## src/rtl/assert_macros.svh

```systemverilog
// Assertion macros used by the keypad tracker RTL.
`ifndef ASSERT_MACROS_SVH
`define ASSERT_MACROS_SVH

`ifndef SYNTHESIS

// Checks that expr holds at every clock edge outside reset.
`define KPD_ASSERT_ALWAYS(label, clk, rst, expr) \
   label: assert property (@(posedge clk) disable iff (rst) (expr)) \
      else $error("keypad debouncer assertion failed");

// Checks that cons holds in the cycle after ante.
`define KPD_ASSERT_NEXT(label, clk, rst, ante, cons) \
   label: assert property (@(posedge clk) disable iff (rst) (ante) |=> (cons)) \
      else $error("keypad debouncer assertion failed");

`else

`define KPD_ASSERT_ALWAYS(label, clk, rst, expr)
`define KPD_ASSERT_NEXT(label, clk, rst, ante, cons)

`endif

`endif

```

## src/rtl/kpd_pkg.sv

```systemverilog
// Package with the types, constants and helpers of the keypad debouncer.
`default_nettype none

package kpd_pkg;

   localparam int LINE_BITS = 16;
   localparam int MAX_ROWS  = 16;
   localparam int MAX_COLS  = 16;
   localparam int IDX_W     = $clog2(LINE_BITS);
   localparam int CNT_W     = 5;
   localparam int TICK_W    = 16;

   localparam logic [IDX_W-1:0]  NO_LINE  = {IDX_W{1'b1}};
   localparam logic [TICK_W-1:0] TICK_MAX = {TICK_W{1'b1}};

   // Register indexes on the configuration port.
   localparam logic [1:0] REG_DEBOUNCE = 2'd0;
   localparam logic [1:0] REG_ROWS     = 2'd1;
   localparam logic [1:0] REG_COLS     = 2'd2;

   localparam logic [TICK_W-1:0] DEBOUNCE_RESET = 16'd10;
   localparam logic [CNT_W-1:0]  ROWS_RESET     = 5'd16;
   localparam logic [CNT_W-1:0]  COLS_RESET     = 5'd16;

   localparam logic EVT_DOWN = 1'b0;
   localparam logic EVT_UP   = 1'b1;

   // Result of scanning one set of lines.
   typedef struct packed {
      logic             hit;
      logic [IDX_W-1:0] idx;
   } line_type;

   // One key position.
   typedef struct packed {
      logic             valid;
      logic [IDX_W-1:0] row;
      logic [IDX_W-1:0] col;
   } pos_type;

   // One key event.
   typedef struct packed {
      logic             kind;
      logic [IDX_W-1:0] row;
      logic [IDX_W-1:0] col;
   } event_type;

   // Limits a line count to the lines that exist.
   function automatic logic [CNT_W-1:0] clamp_count(input logic [CNT_W-1:0] count,
                                                     input int limit);
      int n;
      n = int'(count);
      if (n > limit) n = limit;
      if (n > LINE_BITS) n = LINE_BITS;
      return CNT_W'(n);
   endfunction

endpackage

`default_nettype wire

```

## src/rtl/keypad_single_key_debouncer.sv

```systemverilog
// Top level of the single-key matrix keypad debouncer.
`default_nettype none

// Single-key keypad debouncer. Each req transaction is one scan tick with the
// sampled active-low row and column levels; only the lowest rows_in_use rows
// and cols_in_use columns count, and a key position is seen only when exactly
// one of them is low in each set. A position must persist for the configured
// debounce length in ticks (zero acts as one) before it becomes stable, and
// each change of the stable position produces one rsp transaction: key down,
// key up, or key down again when the key moves, with the old coordinates if a
// key was held before. The block takes one transaction per cycle unless an
// event waits on a stalled rsp channel, in which case the held tick waits and
// req stalls. Each tick is captured in an input register and, once the result
// register can take an event, updates the tracker state while any event it
// causes is written into the result register that drives rsp. The rate is set
// by the state update of the tracker. After reset no key is assumed pressed,
// and no clearing pass is needed. Registers on the configuration port: the
// debounce length at 0x0, rows_in_use at 0x4 and cols_in_use at 0x8; they are
// meant to be written only while the block is idle.
module keypad_single_key_debouncer (
   input  wire logic                          clock,
   input  wire logic                          reset,

   input  wire logic                          req_valid,
   output logic                               req_stall,
   input  wire logic [kpd_pkg::LINE_BITS-1:0] req_row_levels,
   input  wire logic [kpd_pkg::LINE_BITS-1:0] req_col_levels,

   output logic                               rsp_valid,
   input  wire logic                          rsp_stall,
   output logic                               rsp_event_kind,
   output logic [kpd_pkg::IDX_W-1:0]          rsp_key_row,
   output logic [kpd_pkg::IDX_W-1:0]          rsp_key_col,

   input  wire logic                          csr_psel,
   input  wire logic                          csr_penable,
   input  wire logic                          csr_pwrite,
   input  wire logic [3:0]                    csr_paddr,
   input  wire logic [31:0]                   csr_pwdata,
   output logic [31:0]                        csr_prdata,
   output logic                               csr_pready
);

   // Configuration registers.
   logic [kpd_pkg::TICK_W-1:0] debounce_ff;
   logic [kpd_pkg::CNT_W-1:0]  rows_ff;
   logic [kpd_pkg::CNT_W-1:0]  cols_ff;
   logic                       csr_write;
   logic [1:0]                 csr_index;

   assign csr_pready = 1'b1;
   assign csr_write  = csr_psel && csr_penable && csr_pwrite && csr_pready;
   assign csr_index  = csr_paddr[3:2];

   always_ff @(posedge clock) begin
      if (reset) begin
         debounce_ff <= kpd_pkg::DEBOUNCE_RESET;
         rows_ff     <= kpd_pkg::ROWS_RESET;
         cols_ff     <= kpd_pkg::COLS_RESET;
      end else if (csr_write) begin
         unique case (csr_index)
            kpd_pkg::REG_DEBOUNCE: debounce_ff <= csr_pwdata[kpd_pkg::TICK_W-1:0];
            kpd_pkg::REG_ROWS:     rows_ff     <= csr_pwdata[kpd_pkg::CNT_W-1:0];
            kpd_pkg::REG_COLS:     cols_ff     <= csr_pwdata[kpd_pkg::CNT_W-1:0];
            default: begin
               // Writes beyond the register list are dropped.
            end
         endcase
      end
   end

   always_comb begin
      unique case (csr_index)
         kpd_pkg::REG_DEBOUNCE: csr_prdata = {16'd0, debounce_ff};
         kpd_pkg::REG_ROWS:     csr_prdata = {27'd0, rows_ff};
         kpd_pkg::REG_COLS:     csr_prdata = {27'd0, cols_ff};
         default:               csr_prdata = '0;
      endcase
   end

   // Input register. A held tick moves on whenever the result register can
   // take whatever it might produce.
   logic                          in_valid_ff, in_valid_in;
   logic [kpd_pkg::LINE_BITS-1:0] in_row_ff;
   logic [kpd_pkg::LINE_BITS-1:0] in_col_ff;
   logic                          req_take;
   logic                          advance;

   assign advance   = in_valid_ff && (!rsp_valid || !rsp_stall);
   assign req_stall = in_valid_ff && !advance;
   assign req_take  = req_valid && !req_stall;

   always_comb begin
      if (req_take) in_valid_in = 1'b1;
      else if (advance) in_valid_in = 1'b0;
      else in_valid_in = in_valid_ff;
   end

   always_ff @(posedge clock) begin
      if (reset) begin
         in_valid_ff <= 1'b0;
      end else begin
         in_valid_ff <= in_valid_in;
      end
   end

   always_ff @(posedge clock) begin
      if (req_take) begin
         in_row_ff <= req_row_levels;
         in_col_ff <= req_col_levels;
      end
   end

   // Line scan and state update.
   kpd_pkg::line_type  row_line;
   kpd_pkg::line_type  col_line;
   kpd_pkg::event_type evt;
   logic               fire;

   kpd_line_decode u_row_decode (
      .levels (in_row_ff),
      .count  (kpd_pkg::clamp_count(rows_ff, kpd_pkg::MAX_ROWS)),
      .line   (row_line)
   );

   kpd_line_decode u_col_decode (
      .levels (in_col_ff),
      .count  (kpd_pkg::clamp_count(cols_ff, kpd_pkg::MAX_COLS)),
      .line   (col_line)
   );

   kpd_tracker u_tracker (
      .clock      (clock),
      .reset      (reset),
      .advance    (advance),
      .row_line   (row_line),
      .col_line   (col_line),
      .hold_limit (debounce_ff),
      .fire       (fire),
      .evt        (evt)
   );

   // Result register.
   logic               rsp_valid_ff, rsp_valid_in;
   kpd_pkg::event_type rsp_evt_ff;

   always_comb begin
      if (advance && fire) rsp_valid_in = 1'b1;
      else if (rsp_valid_ff && !rsp_stall) rsp_valid_in = 1'b0;
      else rsp_valid_in = rsp_valid_ff;
   end

   always_ff @(posedge clock) begin
      if (reset) begin
         rsp_valid_ff <= 1'b0;
      end else begin
         rsp_valid_ff <= rsp_valid_in;
      end
   end

   always_ff @(posedge clock) begin
      if (advance && fire) begin
         rsp_evt_ff <= evt;
      end
   end

   assign rsp_valid      = rsp_valid_ff;
   assign rsp_event_kind = rsp_evt_ff.kind;
   assign rsp_key_row    = rsp_evt_ff.row;
   assign rsp_key_col    = rsp_evt_ff.col;

endmodule

`default_nettype wire

```

## src/rtl/kpd_line_decode.sv

```systemverilog
// Finds the single active-low line among the scanned lines.
`default_nettype none

module kpd_line_decode (
   input  wire logic [kpd_pkg::LINE_BITS-1:0] levels,
   input  wire logic [kpd_pkg::CNT_W-1:0]     count,
   output kpd_pkg::line_type                  line
);

   logic [kpd_pkg::LINE_BITS-1:0] mask;
   logic [kpd_pkg::LINE_BITS-1:0] act;
   logic [kpd_pkg::IDX_W-1:0]     idx;
   logic                          hit;

   always_comb begin
      for (int i = 0; i < kpd_pkg::LINE_BITS; i++) begin
         mask[i] = (i < int'(count));
      end
   end

   assign act = ~levels & mask;

   // With a single bit set, ORing the positions of set bits gives its index.
   always_comb begin
      idx = '0;
      for (int i = 0; i < kpd_pkg::LINE_BITS; i++) begin
         if (act[i]) idx = idx | kpd_pkg::IDX_W'(i);
      end
   end

   assign hit  = (act != '0) &&
                 ((act & (act - kpd_pkg::LINE_BITS'(1))) == '0);
   assign line = '{hit: hit, idx: idx};

endmodule

`default_nettype wire

```

## src/rtl/kpd_tracker.sv

```systemverilog
// Pending and stable key state with the debounce count and event decision.
`default_nettype none

`include "assert_macros.svh"

module kpd_tracker (
   input  wire logic                       clock,
   input  wire logic                       reset,
   input  wire logic                       advance,
   input  wire kpd_pkg::line_type          row_line,
   input  wire kpd_pkg::line_type          col_line,
   input  wire logic [kpd_pkg::TICK_W-1:0] hold_limit,
   output logic                            fire,
   output kpd_pkg::event_type              evt
);

   kpd_pkg::pos_type            cur;
   kpd_pkg::pos_type            pending_ff, pending_in;
   kpd_pkg::pos_type            stable_ff, stable_in;
   logic [kpd_pkg::TICK_W-1:0]  ticks_ff, ticks_in;
   logic [kpd_pkg::TICK_W-1:0]  need;
   logic                        changed;

   always_comb begin
      cur.valid = row_line.hit && col_line.hit;
      cur.row   = cur.valid ? row_line.idx : kpd_pkg::NO_LINE;
      cur.col   = cur.valid ? col_line.idx : kpd_pkg::NO_LINE;
   end

   assign changed    = (cur != pending_ff);
   assign pending_in = changed ? cur : pending_ff;

   always_comb begin
      if (changed) ticks_in = '0;
      else if (ticks_ff != kpd_pkg::TICK_MAX) ticks_in = ticks_ff + kpd_pkg::TICK_W'(1);
      else ticks_in = ticks_ff;
   end

   // A zero debounce count behaves as one tick.
   assign need = (hold_limit == '0) ? kpd_pkg::TICK_W'(1) : hold_limit;
   assign fire = (pending_in != stable_ff) && (ticks_in >= need);

   always_comb begin
      evt.kind = (stable_ff.valid && !pending_in.valid) ? kpd_pkg::EVT_UP
                                                        : kpd_pkg::EVT_DOWN;
      evt.row  = stable_ff.valid ? stable_ff.row : pending_in.row;
      evt.col  = stable_ff.valid ? stable_ff.col : pending_in.col;
   end

   assign stable_in = fire ? pending_in : stable_ff;

   always_ff @(posedge clock) begin
      if (reset) begin
         pending_ff <= '{valid: 1'b0, row: kpd_pkg::NO_LINE, col: kpd_pkg::NO_LINE};
         stable_ff  <= '{valid: 1'b0, row: kpd_pkg::NO_LINE, col: kpd_pkg::NO_LINE};
         ticks_ff   <= '0;
      end else if (advance) begin
         pending_ff <= pending_in;
         stable_ff  <= stable_in;
         ticks_ff   <= ticks_in;
      end
   end

   `KPD_ASSERT_ALWAYS(a_stable_idle_coords, clock, reset,
      stable_ff.valid || (stable_ff.row == kpd_pkg::NO_LINE && stable_ff.col == kpd_pkg::NO_LINE))
   `KPD_ASSERT_NEXT(a_fire_takes_pending, clock, reset, advance && fire,
      stable_ff == pending_ff)
   `KPD_ASSERT_NEXT(a_change_restarts_count, clock, reset, advance && changed,
      ticks_ff == '0)

endmodule

`default_nettype wire
```

## config.mk

```make
export PLATFORM = sky130hd
export DESIGN_NAME = keypad_single_key_debouncer
export DESIGN_NICKNAME = d
export VERILOG_FILES = /design/src/rtl/kpd_pkg.sv /design/src/rtl/keypad_single_key_debouncer.sv /design/src/rtl/kpd_line_decode.sv /design/src/rtl/kpd_tracker.sv
export VERILOG_INCLUDE_DIRS = /design/src /design/src/rtl
export SDC_FILE = /design/constraint.sdc
export NUM_CORES = 1
export LEC_CHECK = 0
export CORE_ASPECT_RATIO = 1.75
export CORE_MARGIN = 3
export CORE_UTILIZATION = 45
export DETAILED_ROUTE_END_ITERATION = 10
export DONT_BUFFER_PORTS = 1
export PLACE_DENSITY = 0.68
export SETUP_SLACK_MARGIN = 0.05
export SLEW_MARGIN = 20
export SYNTH_ARGS = -nofsm -noshare
export SYNTH_HDL_FRONTEND = slang
export SYNTH_SLANG_ARGS = --single-unit
```

## constraint.sdc

```tcl
create_clock -name clock -period 8.6 [get_ports clock]
set_input_delay 0.43 -clock clock [delete_from_list [all_inputs] [get_ports clock]]
set_output_delay 0.43 -clock clock [all_outputs]
set_load 0.03 [all_outputs]
```

**Yosys cells after proc, flatten, opt, wreduce, memory -nomap -nowiden**

Cells that the tools add are included.

- Flip-flop bits (word level): 103
- Input port bits: 75

- Add/subtract/negate cells: 3
- $lt $le $gt $ge: 37
- Equality and inequality tests: 5
- Multiplexer cells: 48
- Bitwise gates (word level): 6
- Reductions and logical operators: 30

Operators with widths:

| cell | count |
|---|---|
| $lt 4x5->1 const A | 16 |
| $mux 4 | 20 |
| $and 16x16->16 | 4 |
| $gt 32x6->1 const B | 2 |
| $logic_not 16->1 | 3 |
| $mux 16 | 3 |
| $pmux 16 s3 | 1 |
| $lt 3x5->1 const A | 8 |
| $not 16->16 | 2 |
| $reduce_bool 16->1 | 2 |
| $sub 16x1->16 const B | 2 |
| $mux 3 | 8 |
| $lt 1x5->1 const A | 4 |
| $lt 2x5->1 const A | 4 |
| $mux 5 | 4 |
| $ne 9x9->1 | 2 |
| $add 16x1->16 const B | 1 |
| $ge 16x16->1 | 1 |
| $ne 16x16->1 const B | 1 |
| $logic_and 1x1->1 | 12 |
| $gt 5x5->1 const B | 2 |
| $mux 9 | 1 |
| $mux 2 | 4 |
| $reduce_and 2->1 | 4 |
| 7 further kinds | 18 |

**Depth between registers and ports, before layout**

- Depth in word-level cells: 28
- Depth in mapped cells: 26

**Hierarchy**

Synthesis repeated with hierarchy kept, for this count alone.

- Cell total of the unflattened synthesis: 776
- Area total of the unflattened synthesis: 6,792.8 µm²

Modules (own cells, without submodules):

| module | times used | cells an instance | area an instance (µm²) | seq. area each (µm²) |
|---|---|---|---|---|
| keypad_single_key_debouncer | 1 | 221 | 2,841.5 | 1,791.7 |
| kpd_tracker | 1 | 369 | 2,782.7 | 680.7 |
| kpd_line_decode | 2 | 93 | 584.3 | 0.0 |

**Least setup slack after synthesis**

Ideal clock, no wire load.

- Kind: register to register
- Start: register rows_ff[1] in the netlist's numbering
- End: register rsp_evt_ff, in the netlist rsp_event_kind, enable pin
- Arrival time: 4,922 ps
- Required time: 8,322 ps
- Setup slack: 3,400 ps
- Cell stages (with the launch flop): 26
- Period minus slack after synthesis: 5,200 ps
- Path through: dfxtp_1 > buf_4 > nor4_2 > or2_1 > o32ai_1 > nand4b_1 > a2111oi_2 > nand4_2 > nor4_4 > o211ai_1 > a21oi_1 > buf_2 > nand2_1 > ha_1 > nand2b_1 > a21o_1 > a21o_1 > a21o_1 > a21o_1 > a21oi_1 > o21ai_0 > a31o_2 > a21o_1 > clkbuf_1 > nand2_1 > inv_1

- Word-level cells in the longest chain between the ends: 27
- Elaborated cells on any way between the ends: 51
- Classes of those cells: 1 x add/sub; 19 x order compare; 2 x eq/ne; 21 x mux; 2 x bitwise; 6 x reduce/logical

RTL lines:

| what | line | text |
|---|---|---|
| start: declaration | keypad_single_key_debouncer.sv:46 | `logic [kpd_pkg::CNT_W-1:0] rows_ff;` |
| start signal: assignment | keypad_single_key_debouncer.sv:58 | `rows_ff <= kpd_pkg::ROWS_RESET;` |
| start signal: assignment | keypad_single_key_debouncer.sv:63 | `kpd_pkg::REG_ROWS: rows_ff <= csr_pwdata[kpd_pkg::CNT_W-1:0];` |
| $gt 5x5->1 | kpd_pkg.sv:53 | `if (n > limit) n = limit;` |
| $mux 5 * | kpd_pkg.sv:53 |  |
| $gt 32x6->1 | kpd_pkg.sv:54 | `if (n > LINE_BITS) n = LINE_BITS;` |
| $mux 5 * | kpd_pkg.sv:54 |  |
| $lt 1x5->1 | kpd_line_decode.sv:17 | `mask[i] = (i < int'(count));` |
| $and 16x16->16 * | kpd_line_decode.sv:21 | `assign act = ~levels & mask;` |
| $mux 1 | kpd_line_decode.sv:27 | `if (act[i]) idx = idx \| kpd_pkg::IDX_W'(i);` |
| $mux 2 (2 in a row) | kpd_line_decode.sv:27 |  |
| $mux 3 (4 in a row) | kpd_line_decode.sv:27 |  |
| $mux 4 (8 in a row) | kpd_line_decode.sv:27 |  |
| $mux 4 | kpd_tracker.sv:26 | `cur.row = cur.valid ? row_line.idx : kpd_pkg::NO_LINE;` |
| $ne 9x9->1 | kpd_tracker.sv:30 | `assign changed = (cur != pending_ff);` |
| $mux 16 / $mux 9 (equally long branches) | kpd_tracker.sv:34, kpd_tracker.sv:31 |  |
| $ge 16x16->1 / $ne 9x9->1 (equally long branches) | kpd_tracker.sv:41 | `assign fire = (pending_in != stable_ff) && (ticks_in >= need);` |
| $logic_and 1x1->1 * | kpd_tracker.sv:41 |  |
| $logic_and 1x1->1 * | keypad_single_key_debouncer.sv:162 | `if (advance && fire) begin` |
| end signal: assignment | keypad_single_key_debouncer.sv:163 | `rsp_evt_ff <= evt;` |
| end: declaration | keypad_single_key_debouncer.sv:145 | `kpd_pkg::event_type rsp_evt_ff;` |

Mark *: on every way between the ends. The rest lies on a longest branch, timed or not.
A chain may end at the register's enable or synchronous reset.

**Worst setup path in the final report**

- Start: register cols_ff[4] in the netlist's numbering
- End: register u_tracker.stable_ff[8] in the netlist's numbering

- Word-level cells in the longest chain between the ends: 27
- Elaborated cells on any way between the ends: 51
- Classes of those cells: 1 x add/sub; 19 x order compare; 2 x eq/ne; 21 x mux; 2 x bitwise; 6 x reduce/logical

RTL lines:

| what | line | text |
|---|---|---|
| start: declaration | keypad_single_key_debouncer.sv:47 | `logic [kpd_pkg::CNT_W-1:0] cols_ff;` |
| start signal: assignment | keypad_single_key_debouncer.sv:59 | `cols_ff <= kpd_pkg::COLS_RESET;` |
| start signal: assignment | keypad_single_key_debouncer.sv:64 | `kpd_pkg::REG_COLS: cols_ff <= csr_pwdata[kpd_pkg::CNT_W-1:0];` |
| $gt 5x5->1 | kpd_pkg.sv:53 |  |
| $mux 5 * | kpd_pkg.sv:53 |  |
| $gt 32x6->1 | kpd_pkg.sv:54 |  |
| $mux 5 * | kpd_pkg.sv:54 |  |
| $lt 1x5->1 | kpd_line_decode.sv:17 |  |
| $and 16x16->16 * | kpd_line_decode.sv:21 |  |
| $mux 1 | kpd_line_decode.sv:27 |  |
| $mux 2 (2 in a row) | kpd_line_decode.sv:27 |  |
| $mux 3 (4 in a row) | kpd_line_decode.sv:27 |  |
| $mux 4 (8 in a row) | kpd_line_decode.sv:27 |  |
| $mux 4 | kpd_tracker.sv:27 | `cur.col = cur.valid ? col_line.idx : kpd_pkg::NO_LINE;` |
| $ne 9x9->1 * | kpd_tracker.sv:30 |  |
| $mux 16 * | kpd_tracker.sv:34 | `if (changed) ticks_in = '0;` |
| via u_tracker.ticks_in, one bit | kpd_tracker.sv:20 | `logic [kpd_pkg::TICK_W-1:0] ticks_ff, ticks_in;` |
| $ge 16x16->1 * | kpd_tracker.sv:41 |  |
| $logic_and 1x1->1 * | kpd_tracker.sv:41 |  |
| $reduce_and 2->1 (no source line) * | n/a |  |
| end signal: assignment | kpd_tracker.sv:55 | `stable_ff <= '{valid: 1'b0, row: kpd_pkg::NO_LINE, col: kpd_pkg::NO_LINE};` |
| end signal: assignment | kpd_tracker.sv:59 | `stable_ff <= stable_in;` |
| end: declaration | kpd_tracker.sv:19 | `kpd_pkg::pos_type stable_ff, stable_in;` |

Mark *: on every way through the listed nets, which the timed path passes. The rest lies on a longest branch.

==> flow_summary.yaml <==
status:
  outcome: "finished, final reports clean"
worst_setup_path:
  critPathSlowestCell: "dfxtp_1"
  end_kind: "flip-flop"
  cp.arrival_ps: 6720
  startpoint_type: "flip-flop"
  worstPathRequired_ps: 8890
  crit_top_cell: "a21o_1"
  cp_cell_sequence: "inv_1 > a311oi_2 > nor4_4 > nand2_1 > a2bb2oi_1 > nand4_2 > nor4_4 > mux2i_1 > a21o_1 > a21oi_1 > ha_1 > a21o_1 > a21o_1 > a21o_1 > a21o_1 > a21oi_1 > o21ai_0 > a31o_2 > a21oi_1 > o21ai_0 > a21oi_1"
  crit_fanout: 16
  path_class: "flip-flop to flip-flop"
  slowest_delay_ps: 690
yosys:
  synth_edf_count: 41
  synth.top_cell.area_share: 0.189
  mappedNetlistArea_um2: 6580
  synth_common_cells: "nand2_1 (88), a21oi_1 (62), dfxtp_1 (62), nor2_1 (62), edfxtp_1 (41)"
  synth_top_area_cell: "dfxtp_1"
  syn_avg_cell_area_um2: 8.53
  synthCells: 772
  yosysWarningCount: 0
  ys.flop_type: "dfxtp_1"
  synthTopCellsByArea: "dfxtp_1 (19%), edfxtp_1 (19%), nand2_1 (5.0%), a21oi_1 (4.7%), nor2_1 (3.5%)"
  synthArstFlopShare: 0
  ys_seq_elements: 103
  yosysSeqAreaShare: 0.376
  synthDistinctLibCells: 84
  yosysMostFrequentCell: "nand2_1"
route:
  routed_wirelength_mm: 18.3
  vias_per_cell: 6.21
  dr.pass1.iters: 6
  num_vias: 5755
  ant_nets: 0
  drtIter0Drc: 347
  wl_per_cell_um: 19.7
  drc: 0
clock_network:
  cts_buffer_depth: 2
  root_buffer: "clkbuf_16"
  clk_pin_slew_ps: 80
  cts-htree-levels: 3
  cts_tree: "yes"
  cts_setup_buffers: 0
  cts_resized: 0
  cts_hold_buf: 0
  cts_num_sinks: 103
  insertion_delay_ps: 360
  numCtsBuffers: 9
pwr:
  finalPower_uw: 1050
  p_per_area_nw_per_um2: 152
  internal-power_uw: 757
  swShare: 0.278
  pwr-share-clk: 0.400
  max-vdd-ir-drop_mv: 0.0774
  p_sw_uw: 292
  p_comb_frac: 0.082
  p_seq_frac: 0.517
  static-leakage-power_uw: 0.00238
sta:
  maxSlewViolCount: 0
  setup_ws_ps: 2170
  tightest_slew_ps: 1100
  rsz0062_at_grt: "false"
  period_needed_ps: 6430
  slew_headroom: 0.261
  setup_violations: 0
  skew_ps: 13.7
  final.setup.tns_ps: 0
  hold_violations: 0
  fmax_mhz: 156
  min_period_over_period: 0.747
global_route:
  grt_max_degree: 45
  antenna_found_initial: 1
  overflow: 0
  grt_pass1_vias: 5650
  grt_pass1_wl_mm: 29.5
  gr-usage-all-layers: 0.223
floorplanning:
  dieArea_um2: 16200
  rows: 57
  die_w_um: 97.4
  core_area_um2: 14100
  pin_count: 119
  die_h_um: 166
  initial_core_util: 0.466
finish:
  syn_to_final_growth_pct: 4.69
  finalNonFillerCells: 926
  antennaDiodeCount: 0
  nNetsFinal: 837
  filler_cell_count: 1375
  drive_gt1_frac: 0.0828
  multiInputGateArea_um2: 3780
  register_area_um2: 2470
  finalCoreUtilization: 0.488
job:
  maxCapViolations: 0
placement:
  pre_cts_slack_ps: 2200
  place.gp.congestion: 0.945
  hpwl_mm: 13.6
  io_buffers: 0
  place_inst: 910
worst_hold_path:
  hold_class: "input pin to flip-flop"
## layer usage
metal | vias to the layer above | part of all wire | routed length [um] | GRT usage
li1 | 2756 | - | - | -
met1 | 2766 | 0.35 | 6450 | 0.231
met2 | 177 | 0.56 | 10200 | 0.424
met3 | 54 | 0.041 | 757 | 0.0378
met4 | 2 | 0.045 | 818 | 0.112
met5 | - | 0.00099 | 18 | 0
## per-stage QoR
step / area [um^2] / hold slack (ps)
2_1_floorplan: 6640 / 444
3_3_place_gp: 6590 / 460
3_5_place_dp: 6590 / 461
4_1_cts: 6890 / 125
5_1_grt: 6890 / 125
6_report: 6890 / 142
## flip-flops by register name (all words and copies together) (netlist names)
name,flops
cols_ff,5
debounce_ff,16
in_col_ff,16
in_row_ff,16
in_valid_ff,1
rows_ff,5
rsp_event_kind,1
rsp_key_col,4
rsp_key_row,4
rsp_valid,1
u_tracker.pending_ff,9
u_tracker.stable_ff,9
u_tracker.ticks_ff,16
## logic make-up (layout without fill, tap and decap cells)
group	count (synthesis)	count (layout)	share of synthesized area
AO/OA/AOI/OAI	204	204	0.211
XOR/XNOR	22	22	0.0293
adder cells (fa/ha/maj)	20	20	0.0372
buffers and inverters	83	45	0.0612
flip-flops	103	103	0.376
multiplexers	23	23	0.0363
other	2	17	0.00114
AND/OR/NAND/NOR	315	315	0.248
## critical path: cells and delay by family, from the launching register on
family,cells,cell delay [ps]
AND/OR/NAND/NOR,4,960
buffers and inverters,1,310
adder cells (fa/ha/maj),1,320
AO/OA/AOI/OAI,14,3660
flip-flops,1,690
multiplexers,1,410
## path summary, 6_finish.rpt
| path | startpoint | slack [ps] | depth (start not counted) | endpoint |
|---|---|---|---|---|
| worst max-delay path | cols_ff[4]$_SDFFE_PP1P_ | 2170 | 21 | u_tracker.stable_ff[8]$_SDFFE_PP0P_ |
| worst min register to register | debounce_ff[10]$_SDFFE_PP0P_ | 470 | 2 | debounce_ff[10]$_SDFFE_PP0P_ |
| worst max register to register | cols_ff[4]$_SDFFE_PP1P_ | 2170 | 21 | u_tracker.stable_ff[8]$_SDFFE_PP0P_ |
| worst min-delay path | reset | 140 | 1 | u_tracker.stable_ff[8]$_SDFFE_PP0P_ |
## power by group through the flow
stage	registers [uW]	logic, uW	clock network [uW]
floorplan	544	84.0	0
global placement	553	83.9	0
detailed placement	553	85.5	0
CTS	542	86.0	428
global route	545	95.1	450
finish	543	86.4	420
## layout by cell type (no fill, tap or decap), types with 18 or more instances in the layout
cell type / count
dfxtp_1: 62
a21oi_1: 62
o21ai_0: 36
edfxtp_1: 41
nor3_1: 37
nor2_1: 62
inv_1: 24
ha_1: 18
nand2_1: 88
nand3_1: 36
## area by class of cell
class | instances | area share
flip-flops and latches | 103 | 0.359
clock inverters | 7 | 0.0111
repair buffers | 3 | 0.00327
clock buffers | 9 | 0.0327
multi-input cells | 601 | 0.548
well taps | 177 | 0.0321
inverters | 26 | 0.0142
Power figures use the tool's default switching activity.
